--- src/cosw_pkg.sv ---
// ----------------------------------------------------------------------------
// cosw_pkg
// Shared widths, direction codes and turn tables for the spiral walker.
// ----------------------------------------------------------------------------
package cosw_pkg;

  localparam int MAX_ORDER = 63;
  localparam int ORDER_W   = 6;
  localparam int SEQ_W     = 12;
  localparam int SUM_W     = 18;
  localparam int OFF_W     = 8;
  localparam int RING_W    = 14;
  localparam int CFG_IDX_W = 2;
  localparam int CFG_DATA_W = 6;

  typedef enum logic [1:0] {
    DIR_RIGHT = 2'd0,
    DIR_LEFT  = 2'd1,
    DIR_UP    = 2'd2,
    DIR_DOWN  = 2'd3
  } dir_t;

  typedef enum logic [CFG_IDX_W-1:0] {
    CFG_GRID_ORDER      = 2'd0,
    CFG_START_DIRECTION = 2'd1,
    CFG_ROTATION        = 2'd2
  } cfg_idx_t;

  function automatic dir_t turn_dir(input dir_t h, input logic acw);
    dir_t r;
    r = DIR_RIGHT;
    case (h)
      DIR_RIGHT: r = acw ? DIR_UP    : DIR_DOWN;
      DIR_LEFT:  r = acw ? DIR_DOWN  : DIR_UP;
      DIR_UP:    r = acw ? DIR_LEFT  : DIR_RIGHT;
      DIR_DOWN:  r = acw ? DIR_RIGHT : DIR_LEFT;
      default:   r = DIR_RIGHT;
    endcase
    return r;
  endfunction

  function automatic logic signed [OFF_W-1:0] dir_drow(input dir_t d);
    logic signed [OFF_W-1:0] r;
    r = '0;
    case (d)
      DIR_UP:   r = -OFF_W'(1);
      DIR_DOWN: r = OFF_W'(1);
      default:  r = '0;
    endcase
    return r;
  endfunction

  function automatic logic signed [OFF_W-1:0] dir_dcol(input dir_t d);
    logic signed [OFF_W-1:0] r;
    r = '0;
    case (d)
      DIR_RIGHT: r = OFF_W'(1);
      DIR_LEFT:  r = -OFF_W'(1);
      default:   r = '0;
    endcase
    return r;
  endfunction

endpackage

--- src/centre_out_spiral_walker.sv ---
// ----------------------------------------------------------------------------
// centre_out_spiral_walker
// Square spiral scan of an odd n by n grid from the centre outward, with
// running diagonal sum, last-cell flag and even-order error.
// ----------------------------------------------------------------------------
// Pipeline: an item is held in the step register, then in the result register
//   (out_valid high after the second register stage), two register stages in all.
// Throughput: one item per cycle unless held by out_stall; walk state updates in the
//   same cycle that the step register hands its item to the result register.
// Reset: synchronous active-low; clears valids, walk state and the config
//   registers (order 1, start right, clockwise).
module centre_out_spiral_walker (
  input  logic                              clk,
  input  logic                              rst_n,
  input  logic                              cfg_we,
  input  logic [cosw_pkg::CFG_IDX_W-1:0]    cfg_index,
  input  logic [cosw_pkg::CFG_DATA_W-1:0]   cfg_data,
  input  logic                              in_valid,
  output logic                              in_stall,
  input  logic                              in_restart,
  output logic                              out_valid,
  input  logic                              out_stall,
  output logic [cosw_pkg::ORDER_W-1:0]      out_row,
  output logic [cosw_pkg::ORDER_W-1:0]      out_col,
  output logic [cosw_pkg::SEQ_W-1:0]        out_seq_value,
  output logic [cosw_pkg::SUM_W-1:0]        out_diag_sum,
  output logic                              out_last,
  output logic                              out_order_error
);
  import cosw_pkg::*;

  // config
  logic [ORDER_W-1:0] grid_order_r;
  dir_t               start_direction_r;
  logic               rotation_r;

  // step stage
  logic s1_valid_r, s1_restart_r;
  logic s1_go, in_accept;

  // walk state
  logic [ORDER_W-1:0] cur_row_r, cur_col_r, cur_row_nxt, cur_col_nxt;
  dir_t               heading_r, heading_nxt;
  logic [SEQ_W-1:0]   step_count_r, step_count_nxt;
  logic [SUM_W-1:0]   diag_total_r, diag_total_nxt;
  logic               walk_active_r, walk_active_nxt;

  // result register
  logic               out_valid_r;
  logic [ORDER_W-1:0] out_row_r, out_col_r;
  logic [SEQ_W-1:0]   out_seq_value_r;
  logic [SUM_W-1:0]   out_diag_sum_r;
  logic               out_last_r, out_order_error_r;
  logic               res_error;
  logic               res_last;

  // datapath
  logic [ORDER_W-1:0]      half_n;
  logic [SEQ_W-1:0]        nn;
  logic signed [OFF_W-1:0] dr, dc, adr, adc, ndr, ndc, nsum;
  logic [ORDER_W-1:0]      ring_k;
  logic [ORDER_W:0]        side;
  logic [RING_W-1:0]       ring_last;
  dir_t                    mv;
  logic [ORDER_W:0]        rc_sum;
  logic                    on_diag;

  assign in_accept = in_valid && !in_stall;
  assign s1_go     = s1_valid_r && (!out_valid_r || !out_stall);
  assign in_stall  = s1_valid_r && !s1_go;

  assign half_n = {1'b0, grid_order_r[ORDER_W-1:1]};
  assign nn     = SEQ_W'(grid_order_r) * SEQ_W'(grid_order_r);

  assign dr  = OFF_W'(signed'({2'b00, cur_row_r})) - OFF_W'(signed'({2'b00, half_n}));
  assign dc  = OFF_W'(signed'({2'b00, cur_col_r})) - OFF_W'(signed'({2'b00, half_n}));
  assign adr = (dr < 0) ? -dr : dr;
  assign adc = (dc < 0) ? -dc : dc;
  assign ring_k    = (adr > adc) ? adr[ORDER_W-1:0] : adc[ORDER_W-1:0];
  assign side      = {ring_k, 1'b1};
  assign ring_last = RING_W'(side) * RING_W'(side);

  always_comb begin
    cur_row_nxt     = cur_row_r;
    cur_col_nxt     = cur_col_r;
    heading_nxt     = heading_r;
    step_count_nxt  = step_count_r;
    diag_total_nxt  = diag_total_r;
    walk_active_nxt = walk_active_r;
    res_error       = 1'b0;
    mv              = heading_r;
    ndr             = dr;
    ndc             = dc;
    nsum            = '0;
    if (!grid_order_r[0]) begin
      res_error       = 1'b1;
      walk_active_nxt = 1'b0;
    end else if (s1_restart_r || !walk_active_r || step_count_r >= nn) begin
      cur_row_nxt     = half_n;
      cur_col_nxt     = half_n;
      heading_nxt     = start_direction_r;
      step_count_nxt  = SEQ_W'(1);
      walk_active_nxt = 1'b1;
    end else begin
      if ({2'b00, step_count_r} != ring_last) begin
        mv = turn_dir(heading_r, rotation_r);
      end
      ndr  = dr + dir_drow(mv);
      ndc  = dc + dir_dcol(mv);
      nsum = ndr + ndc;
      if ({2'b00, step_count_r} != ring_last) begin
        if (ndr == ndc) begin
          if (rotation_r) heading_nxt = (ndr > 0) ? DIR_RIGHT : DIR_LEFT;
          else            heading_nxt = (ndr > 0) ? DIR_DOWN  : DIR_UP;
        end else if (nsum == 0) begin
          if (rotation_r) heading_nxt = (ndr > ndc) ? DIR_DOWN : DIR_UP;
          else            heading_nxt = (ndr > ndc) ? DIR_LEFT : DIR_RIGHT;
        end
      end
      cur_row_nxt    = cur_row_r + ORDER_W'(dir_drow(mv));
      cur_col_nxt    = cur_col_r + ORDER_W'(dir_dcol(mv));
      step_count_nxt = step_count_r + SEQ_W'(1);
    end
    if (!res_error) begin
      diag_total_nxt = (step_count_nxt == SEQ_W'(1) && heading_nxt == start_direction_r &&
                        (s1_restart_r || !walk_active_r || step_count_r >= nn))
                       ? '0 : diag_total_r;
      if (on_diag) diag_total_nxt = diag_total_nxt + SUM_W'(step_count_nxt);
    end
  end

  assign rc_sum  = {1'b0, cur_row_nxt} + {1'b0, cur_col_nxt};
  assign on_diag = (cur_row_nxt == cur_col_nxt) ||
                   (rc_sum == {1'b0, grid_order_r - ORDER_W'(1)});
  assign res_last = (step_count_nxt == nn);

  always_ff @(posedge clk) begin
    if (!rst_n) begin
      grid_order_r      <= ORDER_W'(1);
      start_direction_r <= DIR_RIGHT;
      rotation_r        <= 1'b0;
      s1_valid_r        <= 1'b0;
      out_valid_r       <= 1'b0;
      cur_row_r         <= '0;
      cur_col_r         <= '0;
      heading_r         <= DIR_RIGHT;
      step_count_r      <= '0;
      diag_total_r      <= '0;
      walk_active_r     <= 1'b0;
    end else begin
      if (cfg_we) begin
        unique case (cfg_index)
          CFG_GRID_ORDER:      grid_order_r      <= cfg_data;
          CFG_START_DIRECTION: start_direction_r <= dir_t'(cfg_data[1:0]);
          CFG_ROTATION:        rotation_r        <= cfg_data[0];
          default: ;
        endcase
      end
      if (in_accept)  s1_valid_r <= 1'b1;
      else if (s1_go) s1_valid_r <= 1'b0;
      out_valid_r <= s1_go || (out_valid_r && out_stall);
      if (s1_go) begin
        cur_row_r     <= cur_row_nxt;
        cur_col_r     <= cur_col_nxt;
        heading_r     <= heading_nxt;
        step_count_r  <= step_count_nxt;
        diag_total_r  <= diag_total_nxt;
        walk_active_r <= walk_active_nxt;
      end
    end
  end

  always_ff @(posedge clk) begin
    if (in_accept) s1_restart_r <= in_restart;
    if (s1_go) begin
      out_row_r         <= res_error ? '0 : cur_row_nxt;
      out_col_r         <= res_error ? '0 : cur_col_nxt;
      out_seq_value_r   <= res_error ? '0 : step_count_nxt;
      out_diag_sum_r    <= res_error ? '0 : diag_total_nxt;
      out_last_r        <= res_error ? 1'b0 : res_last;
      out_order_error_r <= res_error;
    end
  end

  assign out_valid       = out_valid_r;
  assign out_row         = out_row_r;
  assign out_col         = out_col_r;
  assign out_seq_value   = out_seq_value_r;
  assign out_diag_sum    = out_diag_sum_r;
  assign out_last        = out_last_r;
  assign out_order_error = out_order_error_r;

  a_err_zero: assert property (@(posedge clk) disable iff (!rst_n)
    out_valid_r && out_order_error_r |->
      out_row_r == '0 && out_col_r == '0 && out_seq_value_r == '0 &&
      out_diag_sum_r == '0 && !out_last_r)
    else $error("order error result with nonzero fields");

  a_hold_step: assert property (@(posedge clk) disable iff (!rst_n)
    s1_valid_r && out_valid_r && out_stall |=> s1_valid_r && $stable(step_count_r))
    else $error("pending item lost or walk advanced under stall");

  a_active: assert property (@(posedge clk) disable iff (!rst_n)
    s1_go && grid_order_r[0] |=> walk_active_r && out_valid_r && !out_order_error_r)
    else $error("good order did not leave walk active");

  a_restart: assert property (@(posedge clk) disable iff (!rst_n)
    s1_go && s1_restart_r && grid_order_r[0] |=>
      out_seq_value_r == SEQ_W'(1) && out_diag_sum_r == SUM_W'(1))
    else $error("restart did not emit centre");

  a_last: assert property (@(posedge clk) disable iff (!rst_n)
    out_valid_r && out_last_r |-> out_seq_value_r == nn)
    else $error("last flag on wrong value");

endmodule
--- config.mk ---
export PLATFORM = sky130hd
export DESIGN_NAME = centre_out_spiral_walker
export DESIGN_NICKNAME = d
export VERILOG_FILES = /design/src/cosw_pkg.sv /design/src/centre_out_spiral_walker.sv
export SDC_FILE = /design/constraint.sdc
export NUM_CORES = 1
export LEC_CHECK = 0
export BUFFER_PORTS_ARGS = -buffer_cell sky130_fd_sc_hd__buf_4
export CELL_PAD_IN_SITES_DETAIL_PLACEMENT = 1
export CELL_PAD_IN_SITES_GLOBAL_PLACEMENT = 2
export CORE_MARGIN = 2
export CORE_UTILIZATION = 39
export CTS_BUF_LIST = sky130_fd_sc_hd__clkbuf_8
export CTS_CLUSTER_SIZE = 28
export DETAILED_ROUTE_END_ITERATION = 7
export GPL_TIMING_DRIVEN = 1
export PLACE_DENSITY = 0.91
export REMOVE_ABC_BUFFERS = 1
export SLEW_MARGIN = 20
export SYNTH_ARGS = -nofsm -noshare
export SYNTH_HDL_FRONTEND = slang
export SYNTH_SLANG_ARGS = --single-unit
export TNS_END_PERCENT = 30
--- constraint.sdc ---
create_clock -name clk -period 17.3 [get_ports clk]
set_clock_uncertainty 0.05 [all_clocks]
set_input_delay 3.46 -clock clk [delete_from_list [all_inputs] [get_ports clk]]
set_output_delay 3.46 -clock clk [all_outputs]
set_load 0.02 [all_outputs]
==> results of run 1 <==
-- power breakdown --
part / switching (W) / internal [W]
combinational: 0.000765 / 0.000495
sequential: 0.00000966 / 0.000258
clock: 0.0000911 / 0.0000531
-- registers in the layout (all words and copies together) (netlist names) --
| name | flops |
|---|---|
| s1_restart_r | 1 |
| diag_total_r | 18 |
| cur_row_r | 6 |
| s1_valid_r | 1 |
| out_last | 1 |
| heading_r | 2 |
| cur_col_r | 6 |
| start_direction_r | 2 |
| walk_active_r | 1 |
| out_seq_value | 12 |
| out_valid | 1 |
| out_order_error | 1 |
| rotation_r | 1 |
| out_row | 6 |
| grid_order_r | 6 |
| out_diag_sum | 18 |
| step_count_r | 12 |
| out_col | 6 |
-- cell usage in the layout, fill, tap and decap left out, drive strengths merged, types with 10 or more instances in the layout --
master and instances:
mux2i 21, or3 12, xor2 31, a21oi 101, inv 104, nor2 146
o21bai 15, edfxtp 45, buf 67, ha 129, nand2b 18, o21a 10
fa 31, nor3 22, a22oi 13, dfxtp 56, nand3 17, o21ai 54
xnor2 68, nor2b 27, nand2 107, a21o 41
-- cell usage after synthesis, types with 30 or more instances --
cell type | count | area (um^2)
o21ai_0 | 50 | 250
xnor2_1 | 68 | 596
inv_1 | 98 | 368
clkbuf_1 | 39 | 146
dfxtp_1 | 56 | 1120
xor2_1 | 30 | 263
a21oi_1 | 100 | 500
ha_1 | 129 | 1610
a21o_1 | 40 | 300
fa_1 | 31 | 621
nor2_1 | 144 | 541
edfxtp_1 | 45 | 1350
nand2_1 | 107 | 402
-- kinds of logic after synthesis --
logic type	Yosys count	synth area share
AND/OR/NAND/NOR	410	0.187
AO/OA/AOI/OAI	306	0.198
adder cells (fa/ha/maj)	160	0.215
buffers and inverters	146	0.0543
flip-flops	101	0.237
XOR/XNOR	99	0.0840
multiplexers	24	0.0238
other	2	0.000721
-- stage by stage --
stage               setup slack (ns)  utilization  power, W
floorplan                       4.83            -   0.00122
detailed placement              2.95        0.427   0.00153
CTS                             2.86        0.434   0.00168
global route                    1.85        0.434   0.00183
finish                          2.90        0.434   0.00167
global placement                3.30        0.427   0.00149
-- area by class of cell --
cell class,count,area [um^2]
fillers,3155,14800
clock inverters,7,47.5
clock buffers,9,124
well taps,335,419
inverters,100,383
repair buffers,67,503
multi-input cells,1003,7390
flip-flops and latches,101,2470
-- worst reg2reg max path: cells and delay by family, from the launching register on --
| family | cells | cell delay [ns] |
|---|---|---|
| flops | 1 | 0.56 |
| buf+inv | 3 | 0.38 |
| simple gates | 13 | 3.67 |
| compound gates | 18 | 5.08 |
| fa+ha+maj | 10 | 3.98 |
| xor+xnor | 1 | 0.23 |
| mux | 1 | 0.28 |
-- final timing paths --
kind                                              startpoint                        endpoint  slack (ns)  depth (start not counted)
worst max-delay path            grid_order_r[3]$_SDFFE_PN0P_  out_diag_sum[16]$_SDFFCE_PN0P_        2.90                         46
worst min register to register    walk_active_r$_SDFFE_PN0P_      walk_active_r$_SDFFE_PN0P_        0.43                          2
worst max register to register  grid_order_r[3]$_SDFFE_PN0P_  out_diag_sum[16]$_SDFFCE_PN0P_        2.90                         46
worst min-delay path              walk_active_r$_SDFFE_PN0P_      walk_active_r$_SDFFE_PN0P_        0.43                          2
-- metal layers --
metal,part of all wire,wire [um]
met5,0,0
met4,0.026,782
met3,0.028,846
met2,0.50,15100
met1,0.45,13700
==> flow_summary.rst, run 1 <==
.. list-table::
   :header-rows: 1

   * - Metric
     - Value
   * - Status
     - finished with violations
   * - Violated checks
     - DRC
   * - WP data required
     - 17.46 ns
   * - Met3 GRT Util
     - 0.0210
   * - PD cells
     - 147 nW/um^2
   * - Global-route wire length before repair
     - 50.2 mm
   * - Area of the die
     - 28000 um^2
   * - GR peak layer
     - met2
   * - Cts bufs inserted
     - 9
   * - Vertical die dimension
     - 167 um
   * - Hold WC Path Type
     - register to register
   * - Effective utilization at floorplan
     - 0.398
   * - Most common cell type on the critical path
     - ha_1
   * - Post-Route WL
     - 30.5 mm
   * - Antenna diode count
     - 0
   * - Gate Count Post-Synth
     - 1248
   * - Number of routed nets with antenna violations
     - 0
   * - DP Wirelength
     - 24.0 mm
   * - Setup repair bufs after CTS
     - 0
   * - CTS tree
     - done
   * - Share of the clock period used by the worst path after layout
     - 0.833
   * - Fin. max-slew vios
     - 0
   * - Cell area after placement
     - 11200 um^2
   * - Initial antenna violation count
     - 0
   * - Setup repair after global routing missed its margin
     - no
   * - Number of clock sinks
     - 101
   * - Met2 GRT Util
     - 0.397
   * - Category of cells accounting for the largest share of critical-path delay
     - compound AO/OA/AOI/OAI gates
   * - Clk buf depth
     - 2
   * - Count of non-filler cells in the finished layout
     - 1622
   * - Warnings, synthesis
     - 0
   * - Number of cells after detailed placement
     - 1606
   * - Via count of the first global-routing pass
     - 9514
   * - Synth Area per Inst
     - 8.34 um^2
   * - CTS H-Tree Depth
     - 3
   * - Number of violations reported at the end of detailed-routing iteration 0
     - 429
   * - Floorplan Core Area
     - 26100 um^2
   * - Root cell of the clock tree
     - clkbuf_8
   * - Gr ovfl total
     - 0
   * - Average vias per placed instance
     - 5.56
   * - Arrival time worst endpoint
     - 14.56 ns
   * - Primary flip-flop cell chosen by synthesis mapping
     - dfxtp_1
   * - Slew at the pin closest to its max-slew limit
     - 1.03 ns
   * - Die extent in x
     - 167 um
   * - Largest net degree at the start of global routing
     - 66
   * - Sort of element at the end of the critical path
     - register
   * - Placement row count
     - 59
   * - Post-synthesis instance area
     - 10400 um^2
   * - Flop and latch count out of synthesis
     - 101
   * - Count of cell types in the netlist
     - 85
   * - Total non-filler cell area in the finished layout
     - 11300 um^2
   * - Timing-limited maximum frequency
     - 69.4 MHz
   * - Critical path class
     - register to register
   * - Final sum of negative setup slack
     - 0 ns
   * - Largest stage delay on the critical path
     - 0.85 ns
   * - Kind of start point of the critical path
     - register
   * - EDFF count, synth
     - 45
   * - Master of the slowest instance on the critical path
     - o32ai_4
   * - I/O Buffers
     - 59
   * - Time the worst path needs with I/O delays and setup
     - 14.40 ns
   * - Share of the yosys chip area belonging to registers
     - 0.237
   * - Asr flop ratio synth
     - 0
   * - Detailed-route DRC error count
     - 1
   * - Hold Slack
     - 0.428 ns
   * - Met1 layer usage reported by global route
     - 0.283
   * - Vias
     - 9014
   * - Synthesis-to-layout area growth
     - 8.87%
   * - Hold Vio Cnt, Final
     - 0
   * - Routability congestion estimate
     - 0.863
   * - CP bufs+invs
     - 3
   * - Post-CTS resize count
     - 0
   * - Clock edge transition at the registers on the reported setup and hold paths
     - 0.11 ns
   * - CP max FO
     - 18
   * - Routed len/inst
     - 18.8 um
   * - Number of nets in the layout
     - 1456
   * - Final setup violation count
     - 0
   * - CTS Hold Buffers Added
     - 0
   * - Worst slew margin relative to its limit
     - 0.312
   * - Overall track demand over capacity in global routing
     - 0.222
   * - Fraction of final layout cells sized beyond drive strength 1
     - 0.0925
   * - Clock latency of the later-clocked register in the worst-skew pair
     - 0.39 ns
   * - Peak supply drop
     - 164 uV
   * - Max-cap violations
     - 0
   * - Ports placed on the boundary
     - 60
   * - Leakage power of the design
     - 5.21 nW
   * - Initial DRT Pass Iterations
     - 7
No activity file was read; power rests on OpenSTA's default activity.
==> run 2: changes to the inputs <==
--- a/config.mk
+++ b/config.mk
@@ -5,16 +5,17 @@
 export SDC_FILE = /design/constraint.sdc
 export NUM_CORES = 1
 export LEC_CHECK = 0
+export ABC_AREA = 1
 export BUFFER_PORTS_ARGS = -buffer_cell sky130_fd_sc_hd__buf_4
 export CELL_PAD_IN_SITES_DETAIL_PLACEMENT = 1
 export CELL_PAD_IN_SITES_GLOBAL_PLACEMENT = 2
 export CORE_MARGIN = 2
-export CORE_UTILIZATION = 39
+export CORE_UTILIZATION = 38
 export CTS_BUF_LIST = sky130_fd_sc_hd__clkbuf_8
 export CTS_CLUSTER_SIZE = 28
 export DETAILED_ROUTE_END_ITERATION = 7
 export GPL_TIMING_DRIVEN = 1
-export PLACE_DENSITY = 0.91
+export PLACE_DENSITY = 0.92
 export REMOVE_ABC_BUFFERS = 1
 export SLEW_MARGIN = 20
 export SYNTH_ARGS = -nofsm -noshare
==> constraint.sdc (replaced) <==
create_clock -name clk -period 13.4 [get_ports clk]
set_clock_uncertainty 0.05 [all_clocks]
set_input_delay 2.68 -clock clk [delete_from_list [all_inputs] [get_ports clk]]
set_output_delay 2.68 -clock clk [all_outputs]
set_load 0.02 [all_outputs]
==> run 2 against run 1 <==
  * The run ends with setup timing left
  * Non-clock buffer count increased by 128
  * Sequential power increased by 35%
  * Fmax increased by 5.7%
  * Combinational power increased by 140%
  * First-iteration DRC count increased by 16%
  * Sequential share of layout area decreased by 3.5 points
  * Register-to-register slack got worse by 3.1 ns
  * Hold slack got worse by 0.0068 ns
  * Via count increased by 16%
  * Core utilization increased by 6.5 points
  * Critical path depth increased by 44
  * Final area increased by 19%
  * Critical path type unchanged
  * Largest cell class unchanged
  * Largest power group unchanged
==> flow_summary.rst, run 2 <==
.. list-table::
   :header-rows: 1

   * - Metric
     - Value
   * - Root cell of the clock tree
     - clkbuf_8
   * - Number of nets in the layout
     - 1760 (+21%)
   * - Routability congestion estimate
     - 0.859 (-0.42%)
   * - Vertical die dimension
     - 170 um (+1.8%)
   * - Ports placed on the boundary
     - 60 (unchanged)
   * - Commonest non-fill, non-tap cell in the layout
     - inv_1
   * - Post-Route WL
     - 36.7 mm (+20%)
   * - PD cells
     - 267 nW/um^2 (+81%)
   * - Sort of element at the end of the critical path
     - register
   * - Antenna diode count
     - 0 (unchanged)
   * - Leading cell types in the layout, fill and taps excluded
     - inv_1 (219), nand2_1 (199), buf_4 (182), a21oi_1 (104), ha_1 (99)
   * - Largest net degree at the start of global routing
     - 75 (+14%)
   * - Violated checks
     - setup timing
   * - Number of violations reported at the end of detailed-routing iteration 0
     - 499 (+16%)
   * - Clk buf depth
     - 2 (unchanged)
   * - Count of cell types in the netlist
     - 60 (-29%)
   * - Largest stage delay on the critical path
     - 0.57 ns (-0.28 ns)
   * - Primary flip-flop cell chosen by synthesis mapping
     - dfxtp_1
   * - Share of the synthesized area in the top cell type
     - 0.153 (-0.00173)
   * - Critical path class
     - register to register
   * - Detailed-route DRC error count
     - 0 (-1)
   * - CTS tree
     - done
   * - Setup repair after global routing missed its margin
     - yes
   * - Hold WC Path Type
     - register to register
   * - Synth Area per Inst
     - 7.48 um^2 (-10%)
   * - Post-layout worst setup margin
     - -0.221 ns (-3.12 ns)
   * - Cts bufs inserted
     - 9 (unchanged)
   * - Max-cap violations
     - 0 (unchanged)
   * - Number of clock sinks
     - 101 (unchanged)
   * - Final setup violation count
     - 6 (+6)
   * - Gr ovfl total
     - 0 (unchanged)
   * - Global-route wire length before repair
     - 52.3 mm (+4.2%)
   * - Timing-limited maximum frequency
     - 73.4 MHz (+5.7%)
   * - Synthesis-to-layout area growth
     - 28.4%
   * - Vias
     - 10420 (+16%)
   * - Setup slack at placement
     - -0.356 ns (-3.31 ns)
   * - Arrival time worst endpoint
     - 13.86 ns (-0.70 ns)
   * - Routed len/inst
     - 18.7 um (-0.55%)
   * - Final sum of negative setup slack
     - -0.951 ns (-0.951 ns)
   * - Post-synthesis instance area
     - 10500 um^2 (+1.1%)
   * - Clock latency of the later-clocked register in the worst-skew pair
     - 0.40 ns (about the same)
   * - Placement row count
     - 60 (+1.7%)
   * - Status
     - finished with violations
   * - Slew at the pin closest to its max-slew limit
     - 0.933 ns (-0.0986 ns)
   * - WP data required
     - 13.64 ns (-3.82 ns)
   * - Clock edge transition at the registers on the reported setup and hold paths
     - 0.11 ns (about the same)
   * - Top-count cell post-synth
     - inv_1
   * - EDFF count, synth
     - 45 (unchanged)
   * - Initial DRT Pass Iterations
     - 6 (-1)
   * - Post-synth top cells
     - inv_1 (247), nand2_1 (225), ha_1 (129)
   * - Overall track demand over capacity in global routing
     - 0.226 (+0.00385)
   * - Initial antenna violation count
     - 0 (unchanged)
   * - Worst R2R Path Depth
     - 90 (+96%)
   * - Die extent in x
     - 170 um (+1.8%)
   * - Time the worst path needs with I/O delays and setup
     - 13.62 ns (-0.783 ns)
   * - I/O Buffers
     - 59 (unchanged)
   * - Fraction of final layout cells sized beyond drive strength 1
     - 0.295 (+0.203)
   * - Via count of the first global-routing pass
     - 10507 (+10%)
   * - Number of routed nets with antenna violations
     - 0 (unchanged)
   * - Warnings, synthesis
     - 0 (unchanged)
   * - Fin. max-slew vios
     - 0 (unchanged)
   * - Effective utilization at floorplan
     - 0.389 (-0.00990)
   * - Hold Vio Cnt, Final
     - 0 (unchanged)
   * - Master of the slowest instance on the critical path
     - fa_1
   * - Peak supply drop
     - 250 uV (+52%)
   * - Area of the die
     - 29100 um^2 (+3.7%)
   * - CTS Hold Buffers Added
     - 0 (unchanged)
   * - Share of the yosys chip area belonging to registers
     - 0.235 (-0.00265)
   * - Asr flop ratio synth
     - 0 (unchanged)
   * - Floorplan Core Area
     - 27100 um^2 (+3.7%)
   * - CTS H-Tree Depth
     - 3 (unchanged)
   * - Average vias per placed instance
     - 5.31 (-4.5%)
   * - Most common cell type on the critical path
     - nand2_2
   * - Gate Count Post-Synth
     - 1407 (+13%)
   * - Kind of start point of the critical path
     - register
   * - CP max FO
     - 7 (-11)
   * - Cell depth of the worst hold path
     - 2 (unchanged)
   * - Share of the clock period used by the worst path after layout
     - 1.02 (+0.184)
   * - Top cells by area in the synthesized netlist
     - ha_1 (15%), edfxtp_1 (13%), dfxtp_1 (11%), inv_1 (8.8%), nand2_1 (8.0%)
   * - Flop and latch count out of synthesis
     - 101 (unchanged)
   * - Cell accounting for the most synthesized area
     - ha_1
   * - DP Wirelength
     - 24.8 mm (+3.1%)
   * - Worst slew margin relative to its limit
     - 0.371 (+0.0592)
   * - Leakage power of the design
     - 6.47 nW (+24%)
==> run 2: through the flow <==
stage	area [um^2]	util	std cells	total power [W]	hold WS, ns
2_1_floorplan	10400	-	1380	0.00193	0.395
3_3_place_gp	11900	0.440	1892	0.00257	0.404
3_5_place_dp	11900	0.440	1892	0.00262	0.409
4_1_cts	12200	0.452	1917	0.00293	0.424
5_1_grt	13500	0.499	1963	0.00393	0.437
6_report	13500	0.499	1963	0.00361	0.421
==> run 2: power breakdown <==
group	leakage (nW)	internal, W	switching [W]
Combinational	5.47	0.00136	0.00168
Sequential	0.898	0.000348	0.0000135
Clock	0.100	0.0000928	0.000119
==> run 2: final timing paths <==
kind	from	endpoint	slack [ns]
worst max-delay path	cur_row_r[0]$_SDFFE_PN0P_	diag_total_r[16]$_SDFFE_PN0P_	-0.22
worst min-delay path	diag_total_r[10]$_SDFFE_PN0P_	diag_total_r[10]$_SDFFE_PN0P_	0.42
worst max register to register	cur_row_r[0]$_SDFFE_PN0P_	diag_total_r[16]$_SDFFE_PN0P_	-0.22
worst min register to register	diag_total_r[10]$_SDFFE_PN0P_	diag_total_r[10]$_SDFFE_PN0P_	0.42
==> run 2: repair_timing <==
action / 4_1_cts / 5_1_grt
resized for setup: 18 / 220
setup buffers: 9 / 46
endpoints found under the setup margin: 15 / 31
pin swaps: 9 / 114
hold endpoints to repair: 0 / 0
==> run 2: logic make-up (layout without fill, tap and decap cells) <==
family          after synthesis  count (layout)  share of synthesized area
simple gates                488             488                      0.216
compound gates              287             287                      0.157
buf+inv                     287             469                      0.107
fa+ha+maj                   160             160                      0.212
flops                       101             101                      0.235
xor+xnor                     81              81                     0.0709
other cells                   2               4                   0.000713
mux                           1               1                   0.000950
==> run 2: area by class of cell <==
type                            count  area [um^2]
Sequential cell                   101         2480
Clock inverter                      6         70.1
Tap cell                          372          465
Clock buffer                       10          138
Inverter                          258          995
Fill cell                        3315        13600
Multi-Input combinational cell   1021         7850
Timing Repair Buffer              195         1530
==> run 2: routing by layer <==
metal  share of wire  vias to the layer above  global-route usage
met5               0                        -                   0
met4           0.026                        0              0.0617
met3           0.039                       73              0.0249
met2            0.50                      259               0.403
met1            0.43                     5130               0.289
li1                -                     4958                   -
==> run 2: worst max-delay path: cells and delay by family, from the launching register on <==
family          cells  cell delay [ns]
buf+inv            15             1.30
compound gates     17             2.32
flops               1             0.37
xor+xnor            3             0.60
simple gates       41             4.44
mux                 1             0.11
fa+ha+maj          13             4.26
==> run 3: changes to the inputs <==
--- a/config.mk
+++ b/config.mk
@@ -17,6 +17,7 @@
 export GPL_TIMING_DRIVEN = 1
 export PLACE_DENSITY = 0.92
 export REMOVE_ABC_BUFFERS = 1
+export SKIP_LAST_GASP = 1
 export SLEW_MARGIN = 20
 export SYNTH_ARGS = -nofsm -noshare
 export SYNTH_HDL_FRONTEND = slang
==> run 3 against run 2 <==
  * Sequential power hardly changed
  * Register-to-register slack hardly changed
  * Routed wire length hardly changed
  * Critical path depth stayed put
  * Highest routed layer unchanged
  * Hold slack hardly changed
  * Global-route usage stayed put
  * Core utilization hardly changed
  * Non-clock buffer count stayed put
  * The flow still finishes with violations (setup timing)
  * Combinational power hardly changed
  * First-iteration DRC count is 15% higher
  * Clock-buffer cell count stayed put
  * Fmax hardly changed
==> flow_summary.rst, run 3 (same netlist as run 2, synthesis figures left out) <==
.. list-table::
   :header-rows: 1

   * - Metric
     - Value
   * - Status
     - finished with violations
   * - Violated checks
     - setup timing
   * - CTS H-Tree Depth
     - 3 (unchanged)
   * - Die extent in x
     - 170 um (unchanged)
   * - Commonest non-fill, non-tap cell in the layout
     - inv_1
   * - Cts bufs inserted
     - 9 (unchanged)
   * - PD cells
     - 267 nW/um^2 (about the same)
   * - Root cell of the clock tree
     - clkbuf_8
   * - Time the worst path needs with I/O delays and setup
     - 13.63 ns (+0.00917 ns)
   * - Final Power
     - 0.00361 W (about the same)
   * - Max-cap violations
     - 0 (unchanged)
   * - Footprint of the multi-input gates
     - 7840 um^2 (about the same)
   * - Category of cells accounting for the largest share of critical-path delay
     - simple AND/OR/NAND/NOR gates
   * - Initial DRT Pass Iterations
     - 4 (-2)
   * - WP data required
     - 13.64 ns (about the same)
   * - Hold Slack
     - 0.421 ns (-0.0000660 ns)
   * - Clk buf depth
     - 2 (unchanged)
   * - Filler instances
     - 3314 (-0.030%)
   * - Hold Vio Cnt, Final
     - 0 (unchanged)
   * - Hold WC Path Type
     - register to register
   * - Final setup violation count
     - 6 (unchanged)
   * - Gr ovfl total
     - 0 (unchanged)
   * - Overall track demand over capacity in global routing
     - 0.226 (unchanged)
   * - Routed len/inst
     - 18.7 um (about the same)
   * - Most common cell type on the critical path
     - nand2_2
   * - Antenna diode count
     - 0 (unchanged)
   * - Leading cell types in the layout, fill and taps excluded
     - inv_1 (219), nand2_1 (199), buf_4 (182), a21oi_1 (106), ha_1 (99)
   * - DP Wirelength
     - 24.8 mm (unchanged)
   * - Peak supply drop
     - 250 uV (about the same)
   * - Number of violations reported at the end of detailed-routing iteration 0
     - 572 (+15%)
   * - Fraction of final layout cells sized beyond drive strength 1
     - 0.294 (-0.00126)
   * - Clock edge transition at the registers on the reported setup and hold paths
     - 0.11 ns (about the same)
   * - Vias
     - 10344 (-0.73%)
   * - Setup repair after global routing missed its margin
     - yes
   * - Clock latency of the later-clocked register in the worst-skew pair
     - 0.40 ns (about the same)
   * - Timing-limited maximum frequency
     - 73.4 MHz (about the same)
   * - Critical path class
     - register to register
   * - Vertical die dimension
     - 170 um (unchanged)
   * - Number of nets in the layout
     - 1760 (unchanged)
   * - Effective utilization at floorplan
     - 0.389 (unchanged)
   * - Via count of the first global-routing pass
     - 10507 (unchanged)
   * - Largest stage delay on the critical path
     - 0.57 ns (about the same)
   * - Slew at the pin closest to its max-slew limit
     - 0.940 ns (+0.00650 ns)
   * - Detailed-route DRC error count
     - 0 (unchanged)
   * - Fin. max-slew vios
     - 0 (unchanged)
   * - Arrival time worst endpoint
     - 13.87 ns (about the same)
   * - Post-Route WL
     - 36.6 mm (about the same)
   * - Worst slew margin relative to its limit
     - 0.367 (-0.00438)
   * - Floorplan Core Area
     - 27100 um^2 (unchanged)
   * - Synthesis-to-layout area growth
     - 28.4% (about the same)
   * - Leakage power of the design
     - 6.47 nW (about the same)
   * - Post-route core utilization
     - 0.499 (about the same)
   * - Number of routed nets with antenna violations
     - 0 (unchanged)
   * - Largest net degree at the start of global routing
     - 75 (unchanged)
   * - Number of clock sinks
     - 101 (unchanged)
   * - Initial antenna violation count
     - 0 (unchanged)
   * - CTS tree
     - done
   * - Number of cells after detailed placement
     - 1892 (unchanged)
   * - Sort of element at the end of the critical path
     - register
   * - I/O Buffers
     - 59 (unchanged)
   * - CP bufs+invs
     - 15 (unchanged)
   * - Count of non-filler cells in the finished layout
     - 1963 (unchanged)
   * - Ports placed on the boundary
     - 60 (unchanged)
   * - Area taken by flip-flops and latches
     - 2480 um^2 (unchanged)
   * - Global-route wire length before repair
     - 52.3 mm (unchanged)
   * - Post-layout worst setup margin
     - -0.230 ns (-0.00917 ns)
   * - Share of the clock period used by the worst path after layout
     - 1.02 (about the same)
   * - Master of the slowest instance on the critical path
     - fa_1
   * - Kind of start point of the critical path
     - register
   * - Routability congestion estimate
     - 0.859 (unchanged)
   * - CP max FO
     - 7 (unchanged)
   * - Placement row count
     - 60 (unchanged)
   * - Area of the die
     - 29100 um^2 (unchanged)
   * - Average vias per placed instance
     - 5.27 (-0.73%)
-- run 3: cell type report --
| class | count | share of cell area |
|---|---|---|
| clock buffer | 10 | 0.0102 |
| clock inverter | 6 | 0.00518 |
| inverter | 258 | 0.0736 |
| multi-input combinational | 1021 | 0.580 |
| sequential | 101 | 0.184 |
| tap | 372 | 0.0344 |
| timing repair buffer | 195 | 0.113 |
-- run 3: where the power goes --
group          internal, W  switching [W]  total [W]
logic              0.00136        0.00168    0.00304
clock network    0.0000928       0.000119   0.000212
registers         0.000348      0.0000137   0.000361
total              0.00180        0.00181    0.00361
-- run 3: worst register-to-register path: cells and delay by family (launching register included) --
family / cells / cell delay [ns]
xor gates and xnor gates: 3 / 0.60
buffers and inverters: 15 / 1.30
and+or+nand+nor: 41 / 4.48
DFF: 1 / 0.37
adders and majority gates: 13 / 4.27
muxes: 1 / 0.11
AOI/OAI and AO/OA: 17 / 2.32
-- run 3: what timing repair did --
action,CTS,global route
gates cloned,0,0
hold buffers,0,0
resized for setup,18,218
setup buffers,9,46
pin swaps,9,114
endpoints found under the setup margin,15,31
-- run 3: worst paths after layout --
path / to / cells past startpoint / slack, ns / start
max reg2reg: diag_total_r[16]$_SDFFE_PN0P_ / 90 / -0.23 / cur_row_r[0]$_SDFFE_PN0P_
max: diag_total_r[16]$_SDFFE_PN0P_ / 90 / -0.23 / cur_row_r[0]$_SDFFE_PN0P_
min: diag_total_r[10]$_SDFFE_PN0P_ / 2 / 0.42 / diag_total_r[10]$_SDFFE_PN0P_
min reg2reg: diag_total_r[10]$_SDFFE_PN0P_ / 2 / 0.42 / diag_total_r[10]$_SDFFE_PN0P_
-- run 3: stage by stage --
stage	setup TNS [ns]	setup WS (ns)	cell area (um^2)
floorplan	0	0.113	10400
global placement	-0.269	-0.0735	11900
detailed placement	-2.47	-0.356	11900
CTS	0	0.000135	12200
global route	-12.42	-0.957	13500
finish	-1.01	-0.230	13500
-- run 3: per-layer routing --
| metal | GRT usage | vias to the layer above | share of wire |
|---|---|---|---|
| met5 | 0 | - | 0 |
| met4 | 0.0617 | 0 | 0.028 |
| met3 | 0.0249 | 75 | 0.034 |
| met2 | 0.403 | 219 | 0.50 |
| met1 | 0.289 | 5101 | 0.43 |
| li1 | - | 4949 | - |
